## src/nbg_pkg.sv

```systemverilog
// Shared constants for the noise burst generator: register map, LCG terms, reset values.
package nbg_pkg;

    // Register map, word index on the configuration port
    localparam logic [2:0] REG_SEED   = 3'd0;
    localparam logic [2:0] REG_COEFF  = 3'd1;
    localparam logic [2:0] REG_DECAY  = 3'd2;
    localparam logic [2:0] REG_GAIN   = 3'd3;
    localparam logic [2:0] REG_LENGTH = 3'd4;

    localparam int ADDR_W   = 5;
    localparam int DATA_W   = 32;
    localparam int LENGTH_W = 24;

    // LCG terms
    localparam int          LCG_MUL_W = 21;
    localparam logic [20:0] LCG_MUL   = 21'd1664525;
    localparam logic [31:0] LCG_ADD   = 32'd1013904223;

    // Reset values
    localparam logic [31:0] SEED_RESET  = 32'h9E3779B9;
    localparam logic [15:0] COEFF_RESET = 16'd8192;
    localparam logic [15:0] DECAY_RESET = 16'd65535;
    localparam logic [15:0] GAIN_RESET  = 16'd4096;
    localparam logic [16:0] UNITY_ENV   = 17'd65536;

    // Output saturation limits
    localparam logic [15:0] SAMPLE_MAX = 16'h7FFF;
    localparam logic [15:0] SAMPLE_MIN = 16'h8000;

endpackage

```

## src/noise_burst_generator.sv

```systemverilog
// Decaying lowpass-filtered LCG noise burst, one sample per accepted transfer.
// Sequence: a burst sample passes the states start, LCG step, filter start, filter,
//   product start, output product and output; an idle step (no burst running) gives
//   its zero result in the cycle after the transfer. No new transfer is taken until
//   the current burst sample, made by a chain of bit-serial multiplies, is loaded.
// Reset: asynchronous, active low; registers take their documented defaults.
module noise_burst_generator #(
    parameter int COUNT_WIDTH = 24
) (
    input  logic                        clk,
    input  logic                        rst_n,
    // input channel
    input  logic                        in_valid,
    output logic                        in_stall,
    input  logic                        restart,
    // output channel
    output logic                        out_valid,
    input  logic                        out_stall,
    output logic signed [15:0]          sample,
    output logic                        last_sample,
    output logic                        active,
    // configuration port
    input  logic                        psel,
    input  logic                        penable,
    input  logic                        pwrite,
    input  logic [nbg_pkg::ADDR_W-1:0]  paddr,
    input  logic [nbg_pkg::DATA_W-1:0]  pwdata,
    output logic [nbg_pkg::DATA_W-1:0]  prdata,
    output logic                        pready
);

    import nbg_pkg::*;

    localparam int LEN_W = (COUNT_WIDTH < LENGTH_W) ? COUNT_WIDTH : LENGTH_W;

    typedef enum logic [2:0] {
        S_IDLE,
        S_START,
        S_NOISE,
        S_FSTART,
        S_FILT,
        S_PSTART,
        S_PROD,
        S_OUT
    } state_t;

    // Configuration registers
    logic [31:0]      seed_reg;
    logic [15:0]      coeff_reg;
    logic [15:0]      decay_reg;
    logic [15:0]      gain_reg;
    logic [LEN_W-1:0] len_reg;

    // Burst state
    state_t                 state_reg;
    logic [31:0]            lcg_reg;
    logic [24:0]            f_reg;
    logic [16:0]            env_reg;
    logic [COUNT_WIDTH-1:0] count_reg;
    logic                   running_reg;
    logic                   res_last_reg;

    // Output registers
    logic        out_valid_reg;
    logic [15:0] sample_reg;
    logic        last_reg;
    logic        active_reg;

    // Multiplier hookup
    logic        lcg_done;
    logic [32:0] lcg_prod;
    logic        env_done;
    logic [32:0] env_prod;
    logic        ge_done;
    logic [32:0] ge_prod;
    logic        flt_done;
    logic [41:0] flt_prod;
    logic        out_done;
    logic [57:0] out_prod;

    logic                   cfg_write;
    logic                   in_accept;
    logic                   run_now;
    logic                   len_nonzero;
    logic [31:0]            lcg_next;
    logic [23:0]            noise;
    logic [25:0]            diff;
    logic [24:0]            f_next;
    logic [16:0]            env_next;
    logic [21:0]            prod_q;
    logic [15:0]            sat_sample;
    logic [COUNT_WIDTH-1:0] count_inc;
    logic                   is_last;
    logic                   out_free;
    logic                   out_load;

    // Configuration port
    assign pready    = 1'b1;
    assign cfg_write = psel && penable && pwrite;

    always_ff @(posedge clk or negedge rst_n)
    begin
        if (!rst_n)
        begin
            seed_reg  <= SEED_RESET;
            coeff_reg <= COEFF_RESET;
            decay_reg <= DECAY_RESET;
            gain_reg  <= GAIN_RESET;
            len_reg   <= '0;
        end
        else if (cfg_write)
        begin
            case (paddr[4:2])
                REG_SEED:   seed_reg  <= pwdata;
                REG_COEFF:  coeff_reg <= pwdata[15:0];
                REG_DECAY:  decay_reg <= pwdata[15:0];
                REG_GAIN:   gain_reg  <= pwdata[15:0];
                REG_LENGTH: len_reg   <= pwdata[LEN_W-1:0];
                default:    ;
            endcase
        end
    end

    always_comb
    begin
        case (paddr[4:2])
            REG_SEED:   prdata = seed_reg;
            REG_COEFF:  prdata = {16'd0, coeff_reg};
            REG_DECAY:  prdata = {16'd0, decay_reg};
            REG_GAIN:   prdata = {16'd0, gain_reg};
            REG_LENGTH: prdata = 32'(len_reg);
            default:    prdata = '0;
        endcase
    end

    // Serial multipliers: LCG step, envelope decay, gain*envelope, filter, output
    nbg_sermul #(
        .A_W(32), .B_W(LCG_MUL_W), .P_W(33), .A_SIGNED(1'b0), .B_SIGNED(1'b0)
    ) u_lcg_mul (
        .clk(clk), .rst_n(rst_n), .start(state_reg == S_START),
        .a(lcg_reg), .b(LCG_MUL), .done(lcg_done), .product(lcg_prod)
    );

    nbg_sermul #(
        .A_W(17), .B_W(16), .P_W(33), .A_SIGNED(1'b0), .B_SIGNED(1'b0)
    ) u_env_mul (
        .clk(clk), .rst_n(rst_n), .start(state_reg == S_START),
        .a(env_reg), .b(decay_reg), .done(env_done), .product(env_prod)
    );

    nbg_sermul #(
        .A_W(16), .B_W(17), .P_W(33), .A_SIGNED(1'b0), .B_SIGNED(1'b0)
    ) u_ge_mul (
        .clk(clk), .rst_n(rst_n), .start(state_reg == S_START),
        .a(gain_reg), .b(env_reg), .done(ge_done), .product(ge_prod)
    );

    nbg_sermul #(
        .A_W(26), .B_W(16), .P_W(42), .A_SIGNED(1'b1), .B_SIGNED(1'b0)
    ) u_flt_mul (
        .clk(clk), .rst_n(rst_n), .start(state_reg == S_FSTART),
        .a(diff), .b(coeff_reg), .done(flt_done), .product(flt_prod)
    );

    nbg_sermul #(
        .A_W(33), .B_W(25), .P_W(58), .A_SIGNED(1'b0), .B_SIGNED(1'b1)
    ) u_out_mul (
        .clk(clk), .rst_n(rst_n), .start(state_reg == S_PSTART),
        .a(ge_prod), .b(f_reg), .done(out_done), .product(out_prod)
    );

    // Datapath between multiplies
    always_comb
    begin
        lcg_next = lcg_prod[31:0] + LCG_ADD;
        // top 24 bits minus 2^23 is a flip of the top bit
        noise    = {~lcg_reg[31], lcg_reg[30:8]};
        diff     = {{2{noise[23]}}, noise} - {f_reg[24], f_reg};
        f_next   = 25'({f_reg[24], f_reg} + flt_prod[41:16]);
        env_next = env_prod[32:16];
        prod_q   = out_prod[57:36];
        // saturate to signed 16 bits
        if (prod_q[21:15] == {7{prod_q[21]}})
        begin
            sat_sample = prod_q[15:0];
        end
        else if (prod_q[21])
        begin
            sat_sample = SAMPLE_MIN;
        end
        else
        begin
            sat_sample = SAMPLE_MAX;
        end
        count_inc   = count_reg + 1'b1;
        is_last     = (count_inc == COUNT_WIDTH'(len_reg));
        len_nonzero = (len_reg != '0);
        run_now     = restart ? len_nonzero : running_reg;
    end

    // Handshake
    assign out_free  = !out_valid_reg || !out_stall;
    assign in_stall  = (state_reg != S_IDLE) || !out_free;
    assign in_accept = in_valid && !in_stall;

    // Output register loads on an idle step or a finished burst sample
    assign out_load = (state_reg == S_OUT) ? out_free
                    : ((state_reg == S_IDLE) && in_accept && !run_now);

    // Sequencer, burst state and output register
    always_ff @(posedge clk or negedge rst_n)
    begin
        if (!rst_n)
        begin
            state_reg     <= S_IDLE;
            lcg_reg       <= SEED_RESET;
            f_reg         <= '0;
            env_reg       <= UNITY_ENV;
            count_reg     <= '0;
            running_reg   <= 1'b0;
            res_last_reg  <= 1'b0;
            out_valid_reg <= 1'b0;
            sample_reg    <= '0;
            last_reg      <= 1'b0;
            active_reg    <= 1'b0;
        end
        else
        begin
            if (out_load)
            begin
                out_valid_reg <= 1'b1;
            end
            else if (out_valid_reg && !out_stall)
            begin
                out_valid_reg <= 1'b0;
            end
            case (state_reg)
                S_IDLE:
                begin
                    if (in_accept)
                    begin
                        if (restart)
                        begin
                            lcg_reg     <= seed_reg;
                            f_reg       <= '0;
                            env_reg     <= UNITY_ENV;
                            count_reg   <= '0;
                            running_reg <= len_nonzero;
                        end
                        if (run_now)
                        begin
                            state_reg <= S_START;
                        end
                        else
                        begin
                            // idle step: zero result straight away
                            sample_reg    <= '0;
                            last_reg      <= 1'b0;
                            active_reg    <= 1'b0;
                        end
                    end
                end
                S_START:
                begin
                    state_reg <= S_NOISE;
                end
                S_NOISE:
                begin
                    // envelope and gain products finish before the LCG step
                    if (lcg_done)
                    begin
                        lcg_reg   <= lcg_next;
                        state_reg <= S_FSTART;
                    end
                end
                S_FSTART:
                begin
                    state_reg <= S_FILT;
                end
                S_FILT:
                begin
                    if (flt_done)
                    begin
                        f_reg     <= f_next;
                        state_reg <= S_PSTART;
                    end
                end
                S_PSTART:
                begin
                    state_reg <= S_PROD;
                end
                S_PROD:
                begin
                    if (out_done)
                    begin
                        env_reg      <= env_next;
                        count_reg    <= count_inc;
                        res_last_reg <= is_last;
                        if (is_last)
                        begin
                            running_reg <= 1'b0;
                        end
                        state_reg <= S_OUT;
                    end
                end
                S_OUT:
                begin
                    if (out_free)
                    begin
                        sample_reg    <= sat_sample;
                        last_reg      <= res_last_reg;
                        active_reg    <= 1'b1;
                        state_reg     <= S_IDLE;
                    end
                end
                default:
                begin
                    state_reg <= S_IDLE;
                end
            endcase
        end
    end

    assign out_valid   = out_valid_reg;
    assign sample      = sample_reg;
    assign last_sample = last_reg;
    assign active      = active_reg;

`ifndef SYNTH
    // the final sample of a burst is always a burst sample
    a_last_is_active: assert property (@(posedge clk) disable iff (!rst_n)
        out_valid_reg && last_reg |-> active_reg)
        else $error("last_sample without active");

    // idle steps carry a zero sample
    a_idle_zero: assert property (@(posedge clk) disable iff (!rst_n)
        out_valid_reg && !active_reg |-> (sample_reg == '0) && !last_reg)
        else $error("idle result not zero");

    // the LCG multiply only ends while the sequencer waits for it
    a_lcg_done_state: assert property (@(posedge clk) disable iff (!rst_n)
        lcg_done |-> (state_reg == S_NOISE) && !env_done && !ge_done)
        else $error("LCG product out of sequence");

    // filter and output multiplies finish in their own states
    a_mul_done_state: assert property (@(posedge clk) disable iff (!rst_n)
        (!flt_done || (state_reg == S_FILT)) && (!out_done || (state_reg == S_PROD)))
        else $error("filter or output product out of sequence");
`endif

endmodule

```

## src/nbg_sermul.sv

```systemverilog
// Bit-serial shift-and-add multiplier, one multiplier bit per cycle.
module nbg_sermul #(
    parameter int A_W      = 16,
    parameter int B_W      = 16,
    parameter int P_W      = 33,
    parameter bit A_SIGNED = 1'b0,
    parameter bit B_SIGNED = 1'b0
) (
    input  logic           clk,
    input  logic           rst_n,
    input  logic           start,
    input  logic [A_W-1:0] a,
    input  logic [B_W-1:0] b,
    output logic           done,
    output logic [P_W-1:0] product
);

    localparam int CNT_W = (B_W > 1) ? $clog2(B_W) : 1;

    logic             busy_reg;
    logic             done_reg;
    logic [CNT_W-1:0] cnt_reg;
    logic [P_W-1:0]   acc_reg;
    logic [P_W-1:0]   mcand_reg;
    logic [B_W-1:0]   mplier_reg;

    logic [P_W-1:0]   a_ext;
    logic [P_W-1:0]   addend;
    logic [P_W-1:0]   acc_next;
    logic             last_step;

    // Operand extension and one partial product per cycle
    always_comb
    begin
        a_ext     = {{(P_W-A_W){A_SIGNED & a[A_W-1]}}, a};
        last_step = (cnt_reg == CNT_W'(B_W - 1));
        addend    = mplier_reg[0] ? mcand_reg : '0;
        // top multiplier bit of a signed operand carries negative weight
        if (B_SIGNED && last_step)
        begin
            acc_next = acc_reg - addend;
        end
        else
        begin
            acc_next = acc_reg + addend;
        end
    end

    // Control: step counter and done pulse
    always_ff @(posedge clk or negedge rst_n)
    begin
        if (!rst_n)
        begin
            busy_reg <= 1'b0;
            done_reg <= 1'b0;
            cnt_reg  <= '0;
        end
        else
        begin
            done_reg <= 1'b0;
            if (start)
            begin
                busy_reg <= 1'b1;
                cnt_reg  <= '0;
            end
            else if (busy_reg)
            begin
                cnt_reg <= cnt_reg + 1'b1;
                if (last_step)
                begin
                    busy_reg <= 1'b0;
                    done_reg <= 1'b1;
                end
            end
        end
    end

    // Datapath: accumulator and shifting operands
    always_ff @(posedge clk)
    begin
        if (start)
        begin
            acc_reg    <= '0;
            mcand_reg  <= a_ext;
            mplier_reg <= b;
        end
        else if (busy_reg)
        begin
            acc_reg    <= acc_next;
            mcand_reg  <= {mcand_reg[P_W-2:0], 1'b0};
            mplier_reg <= {1'b0, mplier_reg[B_W-1:1]};
        end
    end

    assign done    = done_reg;
    assign product = acc_reg;

endmodule
```

## config.mk

```make
export PLATFORM = sky130hd
export DESIGN_NAME = noise_burst_generator
export DESIGN_NICKNAME = d
export VERILOG_FILES = /design/src/nbg_pkg.sv /design/src/noise_burst_generator.sv /design/src/nbg_sermul.sv
export SDC_FILE = /design/constraint.sdc
export NUM_CORES = 2
export LEC_CHECK = 0
export ABC_CLOCK_PERIOD_IN_PS = 5400
export BUFFER_PORTS_ARGS = -buffer_cell sky130_fd_sc_hd__buf_2
export CORE_AREA = 4 4 314 255
export CTS_BUF_LIST = sky130_fd_sc_hd__clkbuf_8
export DETAILED_ROUTE_END_ITERATION = 12
export DIE_AREA = 0 0 318 259
export HOLD_SLACK_MARGIN = 0.06
export MAX_ROUTING_LAYER = met4
export PLACE_DENSITY = 0.84
export SLEW_MARGIN = 30
export SYNTH_ARGS = -nofsm -noshare
export SYNTH_HDL_FRONTEND = slang
export SYNTH_SLANG_ARGS = --single-unit
```

## constraint.sdc

```tcl
create_clock -name clk -period 5.4 [get_ports clk]
set_input_delay 0.27 -clock clk [delete_from_list [all_inputs] [get_ports clk]]
set_output_delay 0.27 -clock clk [all_outputs]
set_load 0.005 [all_outputs]
```

==> out/qor.tcl <==
set qor(result_of_the_run) {complete, no violations}
set qor(timing.reg2reg.setup_slack_ns) 0.26
set qor(finalCoreUtilization_pct) 65.0
set qor(required_ns) 6.02
set qor(synthesis.nets) 5312
set qor(finalWorstPathRequiredPeriod_ns) 5.14
set qor(power.total_mw) 11.6
set qor(antenna_violating_nets_post_route) 0
set qor(yosysTopAreaCell) {sky130_fd_sc_hd__edfxtp_1}
set qor(irDropWorstVdd_uv) 241
set qor(synth_async_sr_flop_share_pct) 34.5
set qor(synth_compound_area_share_pct) 16.5
set qor(first_iter_violations) 3875
set qor(synth_seq_cells) 746
set qor(insertion_delay_of_the_later_clocked_pin_in_the_worst_skew_pair_ns) 0.76
set qor(gr-total-overflow) 0
set qor(placement.setup.worst_slack_ns) -0.0545
set qor(syn_avg_cell_area_um2) 8.99
set qor(gate_count_post_synth) 5008
set qor(final.setup_skew_ns) 0.0423
set qor(synth_xor_xnor_area_share_pct) 6.24
set qor(most-common-layout-cells) {sky130_fd_sc_hd__nand2_1, sky130_fd_sc_hd__nor2_1, sky130_fd_sc_hd__a21oi_1}
set qor(grt_util_all_layers_pct) 28.4
set qor(critical_path_fanout_max) 5
set qor(clk_root_buffer_cell) {sky130_fd_sc_hd__clkbuf_8}
set qor(fp.dieArea_um2) 82400
set qor(layout_fillers) 5937
set qor(first_pass_grt_wire_length_um) 190000
set qor(cts-htree-levels) 3
set qor(final_setup_fails) 0
set qor(ys_top_cells_by_area) {sky130_fd_sc_hd__edfxtp_1, sky130_fd_sc_hd__dfxtp_1, sky130_fd_sc_hd__dfrtp_1, sky130_fd_sc_hd__ha_1, sky130_fd_sc_hd__nand2_1}
set qor(clk_pin_slew_worst_paths_ns) 0.07
set qor(fmax_ghz) 0.195
set qor(grt_antenna_before_repair) 2
set qor(io_pins) 98
set qor(worst-setup-path-type) {reg2reg}
set qor(synth.area.mux_share_pct) 8.04
set qor(starting_density_of_the_core_pct) 58.8
set qor(worst_slew_margin_pct) 34.8
set qor(nets) 5426
set qor(maxSlewViolCount) 0
set qor(cp-start-kind) {register}
set qor(ys.flop_type) {sky130_fd_sc_hd__dfxtp_1}
set qor(vias) 37678
set qor(place_hpwl_um) 80200
set qor(maximum_number_of_pins_on_one_net_before_global_route_repair) 203
set qor(synth_area_um2) 45000
set qor(synth.top_cell.area_share_pct) 14.2
set qor(finalSetupTns_ns) 0
set qor(number_of_global_route_vias_before_repair) 35746
set qor(cts_buffer_depth) 3
set qor(fin_ws_ns) 0.263
set qor(drt-pass1-iter-count) 6
set qor(gpl.final_weighted_congestion) 0.928
set qor(yosys.area_share.simple_pct) 17.9
set qor(number_of_enable_type_register_cells_in_the_synthesized_netlist) 213
set qor(yosys.cell_types.count) 90
set qor(tritoncts_clock_tree) {yes}
set qor(wl_per_cell_um) 18.6
set qor(seq_area_um2) 18400
set qor(route.final.wire_length_um) 116000
set qor(yosysWarnings) 0
set qor(drcViolationCount) 0
set qor(port_buffers) 94
set qor(hp-class) {in2async}
set qor(cellPowerDensity_nw_per_um2) 234
set qor(maxCapViolCount) 0
set qor(layout-drive-gt1-share_pct) 12.6
set qor(final_min_period_over_clock_period_pct) 95.1
set qor(final_common_cell) {sky130_fd_sc_hd__nand2_1}
set qor(multiInputGateArea_um2) 25500
set qor(worst_setup_path_end_kind) {register}
set qor(core.rowCount) 91
set qor(core_um2) 76600
set qor(synth-seq-area-share_pct) 40.9
set qor(synth_top_family_by_area) {simple AND/OR/NAND/NOR gates}
set qor(die-height_um) 259
set qor(finalHoldViolations) 0
set qor(tritoncts_num_sinks) 746
set qor(syn_to_final_growth_pct) 10.7
set qor(post_synth_fa_ha_maj_area_fraction_pct) 7.31
set qor(die_w_um) 318
set qor(numCtsBuffers) 115
set qor(worst_slew_pin_slew_ns) 0.978
set qor(drt-vias-per-instance) 6.03
set qor(static-leakage-power_nw) 22.2
set qor(worstPathArrival_ns) 5.75
==> critical path: stages (launching register included) <==
cell and delay, ns:
sky130_fd_sc_hd__edfxtp_1 0.44, sky130_fd_sc_hd__o41ai_4 0.41, sky130_fd_sc_hd__nand2_1 0.13, sky130_fd_sc_hd__nor3_2 0.26, sky130_fd_sc_hd__nand2_1 0.13, sky130_fd_sc_hd__a21oi_2 0.18
sky130_fd_sc_hd__o21ai_1 0.10, sky130_fd_sc_hd__buf_4 0.15, sky130_fd_sc_hd__nor4_2 0.35, sky130_fd_sc_hd__buf_4 0.17, sky130_fd_sc_hd__a2111oi_0 0.05, sky130_fd_sc_hd__a21oi_1 0.23
sky130_fd_sc_hd__ha_1 0.28, sky130_fd_sc_hd__nand2_1 0.15, sky130_fd_sc_hd__o21a_1 0.22, sky130_fd_sc_hd__o21ai_0 0.15, sky130_fd_sc_hd__nor2_1 0.10, sky130_fd_sc_hd__a21oi_2 0.22
sky130_fd_sc_hd__a211oi_2 0.16, sky130_fd_sc_hd__o31ai_2 0.38, sky130_fd_sc_hd__nand3_1 0.15, sky130_fd_sc_hd__o21ai_0 0.24, sky130_fd_sc_hd__nor2_1 0.08, sky130_fd_sc_hd__a221o_1 0.25
==> metal layers <==
layer | vias to the layer above | wire length (um) | part of all wire (%) | track usage (%)
met5 | - | 0 | 0 | -
met1 | 17932 | 53400 | 46 | 41.1
li1 | 17992 | - | - | -
met4 | 0 | 2690 | 2.3 | 7.28
met2 | 1538 | 50300 | 43 | 42.0
met3 | 216 | 9730 | 8.4 | 4.27
==> report_power, final <==
part	switching [mW]	total, mW	internal [mW]
logic	0.250	0.517	0.266
registers	0.193	6.14	5.95
clock network	2.36	4.98	2.62
==> layout make-up <==
type	count	area share, %
Multi-Input combinational cell	3892	51.1
Timing Repair Buffer	244	3.48
Sequential cell	746	37.0
Tap cell	1023	2.57
Antenna cell	2	0.0100
Inverter	123	0.926
Clock buffer	152	4.20
Clock inverter	67	0.746
==> cell usage after synthesis (27+ instances only) <==
master,n
sky130_fd_sc_hd__a211oi_1,27
sky130_fd_sc_hd__a21o_1,157
sky130_fd_sc_hd__a21oi_1,290
sky130_fd_sc_hd__a22o_1,39
sky130_fd_sc_hd__a22oi_1,33
sky130_fd_sc_hd__a31oi_1,28
sky130_fd_sc_hd__and2_1,148
sky130_fd_sc_hd__and3_1,49
sky130_fd_sc_hd__clkbuf_1,224
sky130_fd_sc_hd__dfrtp_1,198
sky130_fd_sc_hd__dfstp_2,59
sky130_fd_sc_hd__dfxtp_1,276
sky130_fd_sc_hd__edfxtp_1,213
sky130_fd_sc_hd__ha_1,252
sky130_fd_sc_hd__inv_1,123
sky130_fd_sc_hd__mux2_2,126
sky130_fd_sc_hd__mux2i_1,220
sky130_fd_sc_hd__nand2_1,773
sky130_fd_sc_hd__nand2b_1,35
sky130_fd_sc_hd__nand3_1,74
sky130_fd_sc_hd__nand4_1,54
sky130_fd_sc_hd__nor2_1,495
sky130_fd_sc_hd__nor2b_1,31
sky130_fd_sc_hd__nor3_1,46
sky130_fd_sc_hd__o21a_1,29
sky130_fd_sc_hd__o21ai_0,286
sky130_fd_sc_hd__o21bai_1,35
sky130_fd_sc_hd__o22ai_1,28
sky130_fd_sc_hd__o31ai_1,28
sky130_fd_sc_hd__xnor2_1,189
sky130_fd_sc_hd__xor2_1,132
==> what timing repair did <==
item | CTS | global route
cloned | 0 | 0
setup buffers | 0 | 10
endpoints found under the hold margin | 206 | 0
gates resized for setup | 2 | 31
endpoints found under the setup margin | 4 | 12
pin swaps | 0 | 21
hold buffers | 36 | 0
==> metrics by stage <==
stage | std cells | hold slack, ns | cell area, um^2
2_1_floorplan | 5008 | -0.0256 | 45100
3_3_place_gp | 5981 | 0.351 | 46700
3_5_place_dp | 5981 | 0.348 | 46700
4_1_cts | 6236 | 0.110 | 49600
5_1_grt | 6249 | 0.155 | 49800
6_report | 6249 | 0.128 | 49800
==> final timing paths <==
check	cells past startpoint	to	from
max reg2reg	23	u_out_mul.product[49]	u_out_mul.mcand_reg[5]
max	23	u_out_mul.product[49]	u_out_mul.mcand_reg[5]
min in group clk	4	state_reg[0]	restart
max in group asynchronous	3	u_flt_mul.busy_reg	rst_n
min	2	u_ge_mul.cnt_reg[2]	rst_n
min reg2reg	2	env_reg[16]	u_env_mul.product[32]
==> kinds of logic after synthesis <==
group                      Yosys count
buffers and inverters              370
muxes                              346
and+or+nand+nor                   1805
adders and majority gates          259
AOI/OAI and AO/OA                 1160
DFF                                746
xor gates and xnor gates           321
other                                1
Note: power is estimated with default switching activity, not from simulation.
